==> src/hw/rtl/spssd_pkg.sv <==
// Shared types, constants and the segment table for the setpoint key and display block.
package spssd_pkg;

   localparam int BIN_W     = 10;                 // setpoint and held temperature width
   localparam int BCD_W     = 12;                 // three decimal digits
   localparam int BIT_CNT_W = $clog2(BIN_W);
   localparam int DIGIT_COUNT = 6;
   localparam int DIGIT_IDX_W = $clog2(DIGIT_COUNT);

   localparam logic [BIN_W-1:0] SHOW_MAX       = 10'd999;
   localparam logic [BIN_W-1:0] SETPOINT_RESET = 10'd38;
   localparam logic [BIN_W-1:0] FLOOR_RESET    = 10'd20;
   localparam logic [BIN_W-1:0] CEILING_RESET  = 10'd45;

   localparam logic [7:0] KEY_UP   = 8'h01;
   localparam logic [7:0] KEY_DOWN = 8'h10;

   // register index, taken from paddr[2]
   localparam logic CSR_FLOOR   = 1'b0;
   localparam logic CSR_CEILING = 1'b1;

   typedef enum logic [1:0] {
      ST_IDLE,
      ST_LOAD,
      ST_CONV,
      ST_EMIT
   } state_type;

   typedef struct packed {
      logic start;
      logic step;
   } bcd_ctl_type;

   typedef struct packed {
      logic                   load;
      logic [DIGIT_IDX_W-1:0] index;
      logic [3:0]             digit;
   } out_cmd_type;

   function automatic logic [6:0] seg_code(input logic [3:0] d);
      logic [6:0] s;
      case (d)
         4'd0: s = 7'h3f;
         4'd1: s = 7'h06;
         4'd2: s = 7'h5b;
         4'd3: s = 7'h4f;
         4'd4: s = 7'h66;
         4'd5: s = 7'h6d;
         4'd6: s = 7'h7d;
         4'd7: s = 7'h27;
         4'd8: s = 7'h7f;
         4'd9: s = 7'h6f;
         default: s = 7'h00;
      endcase
      return s;
   endfunction

endpackage

==> src/hw/rtl/spssd_bcd.sv <==
// Bit-serial binary to BCD converter, one shift-and-adjust step per cycle while ctl.step is high.
module spssd_bcd (
   input  logic                      clock,
   input  spssd_pkg::bcd_ctl_type    ctl,
   input  logic [spssd_pkg::BIN_W-1:0] value,
   output logic [spssd_pkg::BCD_W-1:0] bcd
);
   import spssd_pkg::*;

   logic [BIN_W-1:0] bin_ff, bin_in;
   logic [BCD_W-1:0] bcd_ff, bcd_in;
   logic [BCD_W-1:0] adj;

   always_comb begin
      for (int n = 0; n < BCD_W / 4; n++) begin
         adj[n*4 +: 4] = (bcd_ff[n*4 +: 4] >= 4'd5) ? bcd_ff[n*4 +: 4] + 4'd3
                                                    : bcd_ff[n*4 +: 4];
      end
      bin_in = bin_ff;
      bcd_in = bcd_ff;
      if (ctl.start) begin
         bin_in = value;
         bcd_in = '0;
      end else if (ctl.step) begin
         bcd_in = {adj[BCD_W-2:0], bin_ff[BIN_W-1]};
         bin_in = {bin_ff[BIN_W-2:0], 1'b0};
      end
   end

   always_ff @(posedge clock) begin
      bin_ff <= bin_in;
      bcd_ff <= bcd_in;
   end

   assign bcd = bcd_ff;

endmodule

==> src/hw/rtl/spssd_out.sv <==
// Result register: segment encode and digit select for one digit beat.
module spssd_out (
   input  logic                    clock,
   input  logic                    reset,
   input  spssd_pkg::out_cmd_type  cmd,
   output logic                    slot_free,
   output logic                    rsp_valid,
   input  logic                    rsp_stall,
   output logic [5:0]              rsp_digit_select,
   output logic [6:0]              rsp_segment_pattern,
   output logic                    rsp_last_digit
);
   import spssd_pkg::*;

   logic       valid_ff, valid_in;
   logic [5:0] select_ff, select_in;
   logic [6:0] seg_ff, seg_in;
   logic       last_ff, last_in;

   assign slot_free = !valid_ff || !rsp_stall;

   always_comb begin
      valid_in  = valid_ff && rsp_stall;
      select_in = select_ff;
      seg_in    = seg_ff;
      last_in   = last_ff;
      if (cmd.load) begin
         valid_in  = 1'b1;
         select_in = ~(6'd1 << cmd.index);
         seg_in    = seg_code(cmd.digit);
         last_in   = (cmd.index == DIGIT_IDX_W'(DIGIT_COUNT - 1));
      end
   end

   always_ff @(posedge clock) begin
      if (reset) begin
         valid_ff <= 1'b0;
      end else begin
         valid_ff <= valid_in;
      end
      select_ff <= select_in;
      seg_ff    <= seg_in;
      last_ff   <= last_in;
   end

   assign rsp_valid           = valid_ff;
   assign rsp_digit_select    = select_ff;
   assign rsp_segment_pattern = seg_ff;
   assign rsp_last_digit      = last_ff;

endmodule

==> src/hw/rtl/setpoint_key_and_seven_segment_display.sv <==
// Top level: pass counter, setpoint keys, config registers and display sequencing.
//
//  channel  direction  handshake            payload
//  req      in         req_valid/req_stall  req_switch_pins, req_temperature_sample
//  rsp      out        rsp_valid/rsp_stall  rsp_digit_select, rsp_segment_pattern,
//                                           rsp_last_digit
//  csr      in/out     psel/penable/pready  paddr, pwdata, pwrite, prdata
//
// A sensor pass (pass counter at zero) gives no result.
// A display pass runs in order: key update on acceptance, a load state, the
// bit-serial BCD converters, then six digit beats.
// req_stall is high from acceptance until the sixth beat sits in the result register.
// rsp_stall holds the result register; the sequencer waits for it.
// Reset is synchronous; no clearing pass is needed.
module setpoint_key_and_seven_segment_display #(
   parameter int SENSOR_PERIOD_BITS = 8
) (
   input  logic        clock,
   input  logic        reset,
   input  logic        req_valid,
   output logic        req_stall,
   input  logic [7:0]  req_switch_pins,
   input  logic [13:0] req_temperature_sample,
   output logic        rsp_valid,
   input  logic        rsp_stall,
   output logic [5:0]  rsp_digit_select,
   output logic [6:0]  rsp_segment_pattern,
   output logic        rsp_last_digit,
   input  logic        psel,
   input  logic        penable,
   input  logic        pwrite,
   input  logic [2:0]  paddr,
   input  logic [31:0] pwdata,
   output logic [31:0] prdata,
   output logic        pready
);
   import spssd_pkg::*;

   state_type state_ff, state_in;

   logic [SENSOR_PERIOD_BITS-1:0] pass_cnt_ff;
   logic [BIN_W-1:0]              setpoint_ff, setpoint_in;
   logic [BIN_W-1:0]              held_temp_ff;
   logic [7:0]                    prev_keys_ff;
   logic [BIN_W-1:0]              floor_ff, ceiling_ff;
   logic [BIT_CNT_W-1:0]          bit_cnt_ff;
   logic [DIGIT_IDX_W-1:0]        idx_ff;

   logic        req_accept;
   logic        csr_write;
   logic [7:0]  keys;
   logic        sensor_pass;
   bcd_ctl_type bcd_ctl;
   out_cmd_type out_cmd;
   logic        slot_free;
   logic [BCD_W-1:0] sp_bcd, temp_bcd;
   logic [BIN_W-1:0] sp_shown;

   assign req_stall   = (state_ff != ST_IDLE);
   assign req_accept  = req_valid && !req_stall;
   assign sensor_pass = (pass_cnt_ff == '0);
   assign keys        = ~req_switch_pins;
   assign pready      = 1'b1;
   assign csr_write   = psel && penable && pwrite;
   assign sp_shown    = (setpoint_ff > SHOW_MAX) ? SHOW_MAX : setpoint_ff;

   always_comb begin
      prdata = '0;
      unique case (paddr[2])
         CSR_FLOOR:   prdata = 32'(floor_ff);
         CSR_CEILING: prdata = 32'(ceiling_ff);
         default:     prdata = '0;
      endcase
   end

   // key handling; clamps are against the current registers
   always_comb begin
      setpoint_in = setpoint_ff;
      if (keys == KEY_UP) begin
         setpoint_in = (setpoint_ff >= ceiling_ff) ? ceiling_ff : setpoint_ff + 1'b1;
      end else if (keys == KEY_DOWN) begin
         setpoint_in = (setpoint_ff <= floor_ff) ? floor_ff : setpoint_ff - 1'b1;
      end
   end

   always_comb begin
      state_in = state_ff;
      bcd_ctl  = '0;
      out_cmd  = '0;
      out_cmd.index = idx_ff;
      case (idx_ff)
         3'd0:    out_cmd.digit = sp_bcd[3:0];
         3'd1:    out_cmd.digit = sp_bcd[7:4];
         3'd2:    out_cmd.digit = sp_bcd[11:8];
         3'd3:    out_cmd.digit = temp_bcd[3:0];
         3'd4:    out_cmd.digit = temp_bcd[7:4];
         3'd5:    out_cmd.digit = temp_bcd[11:8];
         default: out_cmd.digit = 4'd0;
      endcase
      unique case (state_ff)
         ST_IDLE: begin
            if (req_accept && !sensor_pass) state_in = ST_LOAD;
         end
         ST_LOAD: begin
            bcd_ctl.start = 1'b1;
            state_in = ST_CONV;
         end
         ST_CONV: begin
            bcd_ctl.step = 1'b1;
            if (bit_cnt_ff == BIT_CNT_W'(BIN_W - 1)) state_in = ST_EMIT;
         end
         ST_EMIT: begin
            if (slot_free) begin
               out_cmd.load = 1'b1;
               if (idx_ff == DIGIT_IDX_W'(DIGIT_COUNT - 1)) state_in = ST_IDLE;
            end
         end
         default: state_in = ST_IDLE;
      endcase
   end

   always_ff @(posedge clock) begin
      if (reset) begin
         state_ff     <= ST_IDLE;
         pass_cnt_ff  <= '0;
         setpoint_ff  <= SETPOINT_RESET;
         held_temp_ff <= '0;
         prev_keys_ff <= '0;
         floor_ff     <= FLOOR_RESET;
         ceiling_ff   <= CEILING_RESET;
         bit_cnt_ff   <= '0;
         idx_ff       <= '0;
      end else begin
         state_ff <= state_in;
         if (csr_write) begin
            unique case (paddr[2])
               CSR_FLOOR:   floor_ff   <= pwdata[BIN_W-1:0];
               CSR_CEILING: ceiling_ff <= pwdata[BIN_W-1:0];
               default: ;
            endcase
         end
         if (req_accept) begin
            pass_cnt_ff <= pass_cnt_ff + 1'b1;
            if (sensor_pass) begin
               held_temp_ff <= (req_temperature_sample > 14'(SHOW_MAX)) ? SHOW_MAX
                                                   : req_temperature_sample[BIN_W-1:0];
            end else if (keys != prev_keys_ff) begin
               prev_keys_ff <= keys;
               setpoint_ff  <= setpoint_in;
            end
         end
         if (bcd_ctl.start) begin
            bit_cnt_ff <= '0;
            idx_ff     <= '0;
         end else if (bcd_ctl.step) begin
            bit_cnt_ff <= bit_cnt_ff + 1'b1;
         end
         if (out_cmd.load) idx_ff <= idx_ff + 1'b1;
      end
   end

   spssd_bcd u_sp_bcd (
      .clock (clock),
      .ctl   (bcd_ctl),
      .value (sp_shown),
      .bcd   (sp_bcd)
   );

   spssd_bcd u_temp_bcd (
      .clock (clock),
      .ctl   (bcd_ctl),
      .value (held_temp_ff),
      .bcd   (temp_bcd)
   );

   spssd_out u_out (
      .clock               (clock),
      .reset               (reset),
      .cmd                 (out_cmd),
      .slot_free           (slot_free),
      .rsp_valid           (rsp_valid),
      .rsp_stall           (rsp_stall),
      .rsp_digit_select    (rsp_digit_select),
      .rsp_segment_pattern (rsp_segment_pattern),
      .rsp_last_digit      (rsp_last_digit)
   );

endmodule

==> config.mk <==
export PLATFORM = sky130hd
export DESIGN_NAME = setpoint_key_and_seven_segment_display
export DESIGN_NICKNAME = d
export VERILOG_FILES = /design/src/hw/rtl/spssd_pkg.sv /design/src/hw/rtl/spssd_bcd.sv /design/src/hw/rtl/spssd_out.sv /design/src/hw/rtl/setpoint_key_and_seven_segment_display.sv
export SDC_FILE = /design/constraint.sdc
export NUM_CORES = 1
export LEC_CHECK = 0
export ABC_AREA = 1
export BUFFER_PORTS_ARGS = -buffer_cell sky130_fd_sc_hd__buf_2
export CORE_ASPECT_RATIO = 0.8
export CORE_MARGIN = 5
export CORE_UTILIZATION = 52
export DETAILED_ROUTE_END_ITERATION = 12
export GPL_ROUTABILITY_DRIVEN = 0
export PLACE_DENSITY_LB_ADDON = 0.08
export SLEW_MARGIN = 20
export SYNTH_ARGS = -nofsm -noshare
export SYNTH_HDL_FRONTEND = slang
export SYNTH_HIERARCHICAL = 1
export SYNTH_SLANG_ARGS = --single-unit
==> constraint.sdc <==
create_clock -name clock -period 2.1 [get_ports clock]
set_input_delay 0 -clock clock [delete_from_list [all_inputs] [get_ports clock]]
set_output_delay 0 -clock clock [all_outputs]
set_load 0.01 [all_outputs]
; Word-level counts from Yosys, hierarchy flattened
; Memory sizes are Yosys's and may differ from the RTL's. A register that Yosys moved wholly into a read port is not among the register bits.
; Cells that the tools add are included.
[word_totals]
regBits = 117
mem_bits_ro = 112
input_bits = 64
out_inout_bits = 49
n_memories = 1
[memory_table]
columns = memory, depth, word_bits, read_ports, rd_ports_with_merged_regs, write_ports, line
row1 = (no name shown), 16, 7, 1, 1, 0, spssd_pkg.sv:42  ; case (d)
[classes]
add_sub_neg = 11
n_lt_le_gt_ge = 10
n_eq_ne = 16
shift = 1
mux = 30
bitwise_logic = 4
n_reduce_logical = 24
[op_table]
columns = cell, n
row1 = 10-bit 2-to-1 mux, 10
row2 = 32-bit one-hot mux with 2 select lines, 1
row3 = "4-bit by 3-bit >= comparator with 1-bit output, second input constant", 6
row4 = 4-bit one-hot mux with 6 select lines, 1
row5 = "4-bit by 2-bit adder with 4-bit output, second input constant", 4
row6 = 4-bit 2-to-1 mux, 4
row7 = "14-bit by 10-bit greater-than comparator with 1-bit output, second input constant", 1
row8 = 3-bit 2-to-1 mux, 4
row9 = "10-bit by 1-bit adder with 10-bit output, second input constant", 1
row10 = 10-bit >= comparator, 1
row11 = "10-bit greater-than comparator, second input constant", 1
row12 = 10-bit <= comparator, 1
row13 = "10-bit by 1-bit subtractor with 10-bit output, second input constant", 1
row14 = "8-bit by 1-bit adder with 8-bit output, second input constant", 1
row15 = "8-bit by 1-bit equality test with 1-bit output, second input constant", 1
row16 = "8-bit by 5-bit equality test with 1-bit output, second input constant", 1
row17 = 8-bit logical NOT, 1
row18 = 2-bit 2-to-1 mux, 4
row19 = "2-bit inequality test, second input constant", 4
row20 = 8-bit inequality test, 1
row21 = 8-bit inverter, 1
row22 = 2-bit one-hot mux with 4 select lines, 1
row23 = 4-bit AND reduction, 2
row24 = 2-bit nonzero test, 4
row25 = 21 further kinds, 39

; Logic depth before layout (Yosys ltp)
[logic_depth]
word_depth = 6
mapped_depth = 15

; By module
; The synthesis kept the hierarchy.
[modules_own_cells]
columns = module, n_inst, cells_each, area_per_inst_um2, seq_area_each_um2
row1 = setpoint_key_and_seven_segment_display, 1, 643, 4488.1, 1301.2
row2 = spssd_bcd, 2, 142, 1091.0, 540.5
row3 = spssd_out, 1, 65, 699.4, 440.4

; Worst setup path before layout
; No wires, ideal clock.
[synth_path]
path_type = register to register
startpoint = register idx_ff[2]
endpoint = register u_out.seg_ff[3] (netlist: u_out/rsp_segment_pattern[3]), data pin
setup_ns = 0.256
t_arrival_ns = 2.004
required_time_ns = 1.844
path_slack_ns = -0.160
stages_incl_launch_ff = 13
n_path_buf = 1
synth_period_minus_slack_ns = 2.260
cell_sequence = dfxtp_1 inv_1 buf_2 ha_1 a32o_1 a221oi_1 nand3_1 inv_1 ha_1 nand2_1 nand2_1 nand2_1 nand2_1
[synth_lines]
columns = element, line
row1 = "start, declared", setpoint_key_and_seven_segment_display.sv:47  ; logic [DIGIT_IDX_W-1:0] idx_ff;
row2 = "start signal, assigned", setpoint_key_and_seven_segment_display.sv:158  ; if (out_cmd.load) idx_ff <= idx_ff + 1'b1;
row3 = "end, declared", spssd_out.sv:17  ; logic [6:0] seg_ff, seg_in;

==> key figures <==
Place
  • Post-Place Worst Slack: about 20 ps
  • # port buffers: 65
  • Placed inst area: between 7000 and 8000 µm²
  • DP HPWL: between 10000 and 15000 µm

STA
  • Worst Max-Slew Pin Slew: about 550 ps
  • RSZ-0062 raised after global routing: true
  • Final period util: between 90 and 100%
  • Hold Violations, Final: 0
  • Max Clk Rate: ~0.5 GHz
  • Final period demand of the worst path: 1991 ps
  • Rel. slew slack: between 60 and 70%
  • Slew Viols, Final: 0
  • Final worst slack: 109.5 ps
  • Final setup viols: 0
  • Setup tns final: 0 ps
  • Clock Skews: about 10 ps

Cells and area
  • # diodes: 0
  • Sequential Area: approximately 2800 µm²
  • Area of the multi-input gates: slightly below 4000 µm²
  • Final Util: 65.31%
  • Post-layout nets: 1228
  • Final instance area: roughly 9000 µm²
  • Layout cells sized above 1: between 10% and 20%
  • Filler cell count: 1208
  • Layout Area Growth over Synthesis: 21.77%

Pwr
  • Reg power frac: 36.5%
  • Fraction of power consumed by the clock network: roughly a third
  • Pint: about 6.2 mW
  • VDD IR max: about 0.67 mV
  • Post-layout power: around 9.4 mW
  • Net Sw Frac: around a third
  • Gate power share: 28.5%
  • Power Dens Cells: around 1000 nW/µm²
  • Net switching power: 3.170 mW
  • Leakage: ~4.2 nW

Die
  • Chip width: between 100 and 150 µm
  • Ports: roughly 110
  • Initial core utilization: between 50% and 60%
  • Core area: approximately 14000 µm²
  • Die height: roughly 120 µm
  • Full die area: around 17000 µm²
  • Num rows: 38

Global route
  • First-pass GRT wire length: roughly 29000 µm
  • Vias in the first global route: about 5900
  • Remaining Overflow, GRT: 0
  • Gr usage total: approximately 22%
  • Largest net degree at the start of global routing: 44
  • Initial antenna violation count: 0

Clock tree
  • # clock sinks: 124
  • Num CTS Buffers: 17
  • H-tree levels: 4
  • CTS root buf: clkbuf_16
  • Max Root-Sink Buffers: 2
  • CTS tree: done
  • Worst skew pair latency: roughly 420 ps
  • Clock transition at path regs: approximately 60 ps

Detailed routing
  • Vias/cell: 5.035
  • WL/cell: between 10 and 15 µm
  • Routed Antenna Nets: 0
  • Wirelength, routed: 17320 µm
  • Total number of vias: approximately 6600
  • Residual DRC: 0
  • DR iter-0 viols: approximately 480
  • Pre-antenna DRT Iters: 5

Logic synthesis
  • Cells after Synth: ~1000
  • Area contributors post-synth: dfxtp_1 (24%), edfxtp_1 (14%), nand2_1 (13%)
  • Async S/R FF share, synth: 0%
  • Ys Warns: 6
  • Yosys top cell area share: ~24%
  • Syn avg cell area: around 7.4 µm²
  • Seq cells post-synth: about 120
  • Post-synth EDFFs: 34
  • Seq/Total Area, Yosys: roughly two fifths
  • Top-count cell post-synth: nand2_1
  • Mapped Area: roughly 7400 µm²
  • Commonest cells in the netlist: nand2_1 (258), inv_1 (117), nand3_1 (91)
  • Post-synth cell types: between 40 and 50
  • Yosys top cell by area: dfxtp_1
  • Main synth FF type: dfxtp_1

Status
  • Outcome: completed

Worst setup path
  • WP data arrival: ~2200 ps
  • Required @ worst endpoint: roughly 2300 ps
  • Crit Path Category: flip-flop to flip-flop
  • Crit start category: flip-flop
  • Crit end category: flip-flop
  • Worst-path maximum fanout: 5

Job
  • Max_cap viols: 0

Worst hold path
  • Hold Crit Class: input pin to flip-flop
==> what timing repair did <==
item                       in CTS  in global routing
setup endpoints to repair       0                  7
setup buffers                   0                  3
hold endpoints to repair       40                  0
resized for setup               0                 19
hold buffers                   29                  0
==> logic make-up after synthesis <==
logic type      synth area share (%)
buf+inv                        11.05
flops                          38.30
simple gates                   26.03
fa+ha+maj                      9.168
compound gates                 13.45
xor+xnor                       1.901
other cells                   0.1019
==> routing by layer <==
metal / GRT usage [%] / up-vias / share of wire, %
li1: - / 3447 / -
met1: 32.64 / 2926 / 51
met2: 30.54 / 173 / 41
met3: 5.485 / 15 / 6.7
met4: 5.573 / 0 / 0.90
met5: 0 / - / 0
==> cell type report <==
cell class / count / share of cell area, %
Clock buffer: 18 / 5.020
Clock inverter: 14 / 2.384
Timing Repair Buffer: 127 / 9.663
Tap cell: 180 / 2.510
Multi-Input combinational cell: 710 / 43.43
Inverter: 130 / 5.438
Sequential cell: 124 / 31.55
==> cells in the final DEF (no fill, tap or decap), types with 5 or more instances in the layout <==
| cell | netlist | routed |
|---|---|---|
| edfxtp_1 | 34 | 34 |
| xor2_1 | 16 | 16 |
| bufinv_16 | 0 | 5 |
| o21ai_0 | 68 | 68 |
| buf_2 | 6 | 65 |
| nand2_1 | 258 | 256 |
| o21ai_1 | 16 | 16 |
| buf_4 | 23 | 32 |
| nand2_2 | 5 | 7 |
| ha_1 | 54 | 49 |
| nand3_1 | 91 | 89 |
| nor2_1 | 52 | 52 |
| o21ai_2 | 5 | 5 |
| dlygate4sd3_1 | 0 | 29 |
| dfxtp_1 | 90 | 87 |
| clkbuf_16 | 0 | 18 |
| conb_1 | 2 | 23 |
| a21oi_1 | 64 | 64 |
| nor2_2 | 10 | 10 |
| inv_1 | 117 | 111 |
| inv_2 | 11 | 17 |
==> final timing paths <==
check	from	endpoint	cells past startpoint	slack, ps
setup / recovery	idx_ff[1]$_SDFFE_PP0P_	u_out/rsp_segment_pattern[3]$_DFFE_PP_	11	110
hold / removal	penable	floor_ff[2]$_SDFFE_PP1P_	4	40
setup reg to reg	idx_ff[1]$_SDFFE_PP0P_	u_out/rsp_segment_pattern[3]$_DFFE_PP_	11	110
hold reg to reg	bit_cnt_ff[3]$_SDFFE_PP0P_	bit_cnt_ff[3]$_SDFFE_PP0P_	1	460
==> through the flow <==
step                      hold slack [ps]  cells
after detailed placement            223.4   1239
after global placement              222.0   1239
after floorplan                     69.07   1013
after global routing                47.89   1303
final                               35.84   1303
after CTS                           8.566   1300
==> power by group through the flow <==
stage,logic (mW),registers [mW],clock network (mW)
floorplan,1.94,3.37,0
global placement,2.52,3.45,0
detailed placement,2.54,3.46,0
CTS,2.61,3.42,3.35
global route,3.09,3.48,3.47
finish,2.68,3.43,3.28
==> flip-flops by register name, indices dropped and copies added (netlist names) <==
signal,count
bit_cnt_ff,4
ceiling_ff,10
floor_ff,10
held_temp_ff,10
idx_ff,3
pass_cnt_ff,8
prev_keys_ff,8
setpoint_ff,10
state_ff,2
u_out/rsp_digit_select,6
u_out/rsp_last_digit,1
u_out/rsp_segment_pattern,7
u_out/rsp_valid,1
u_sp_bcd/bcd,12
u_sp_bcd/bin_ff,10
u_temp_bcd/bcd,12
u_temp_bcd/bin_ff,10
==> worst max-delay path: stages, from the launching register on <==
cell and delay, ps:
dfxtp_4 370, ha_4 170, ha_4 160, a32o_1 210, a221oi_2 170, nand3_1 130
inv_2 110, ha_4 200, nand2_2 60, nand2_1 60, nand2_1 50, nand2_1 50
Note: power is estimated with default switching activity, not from simulation.
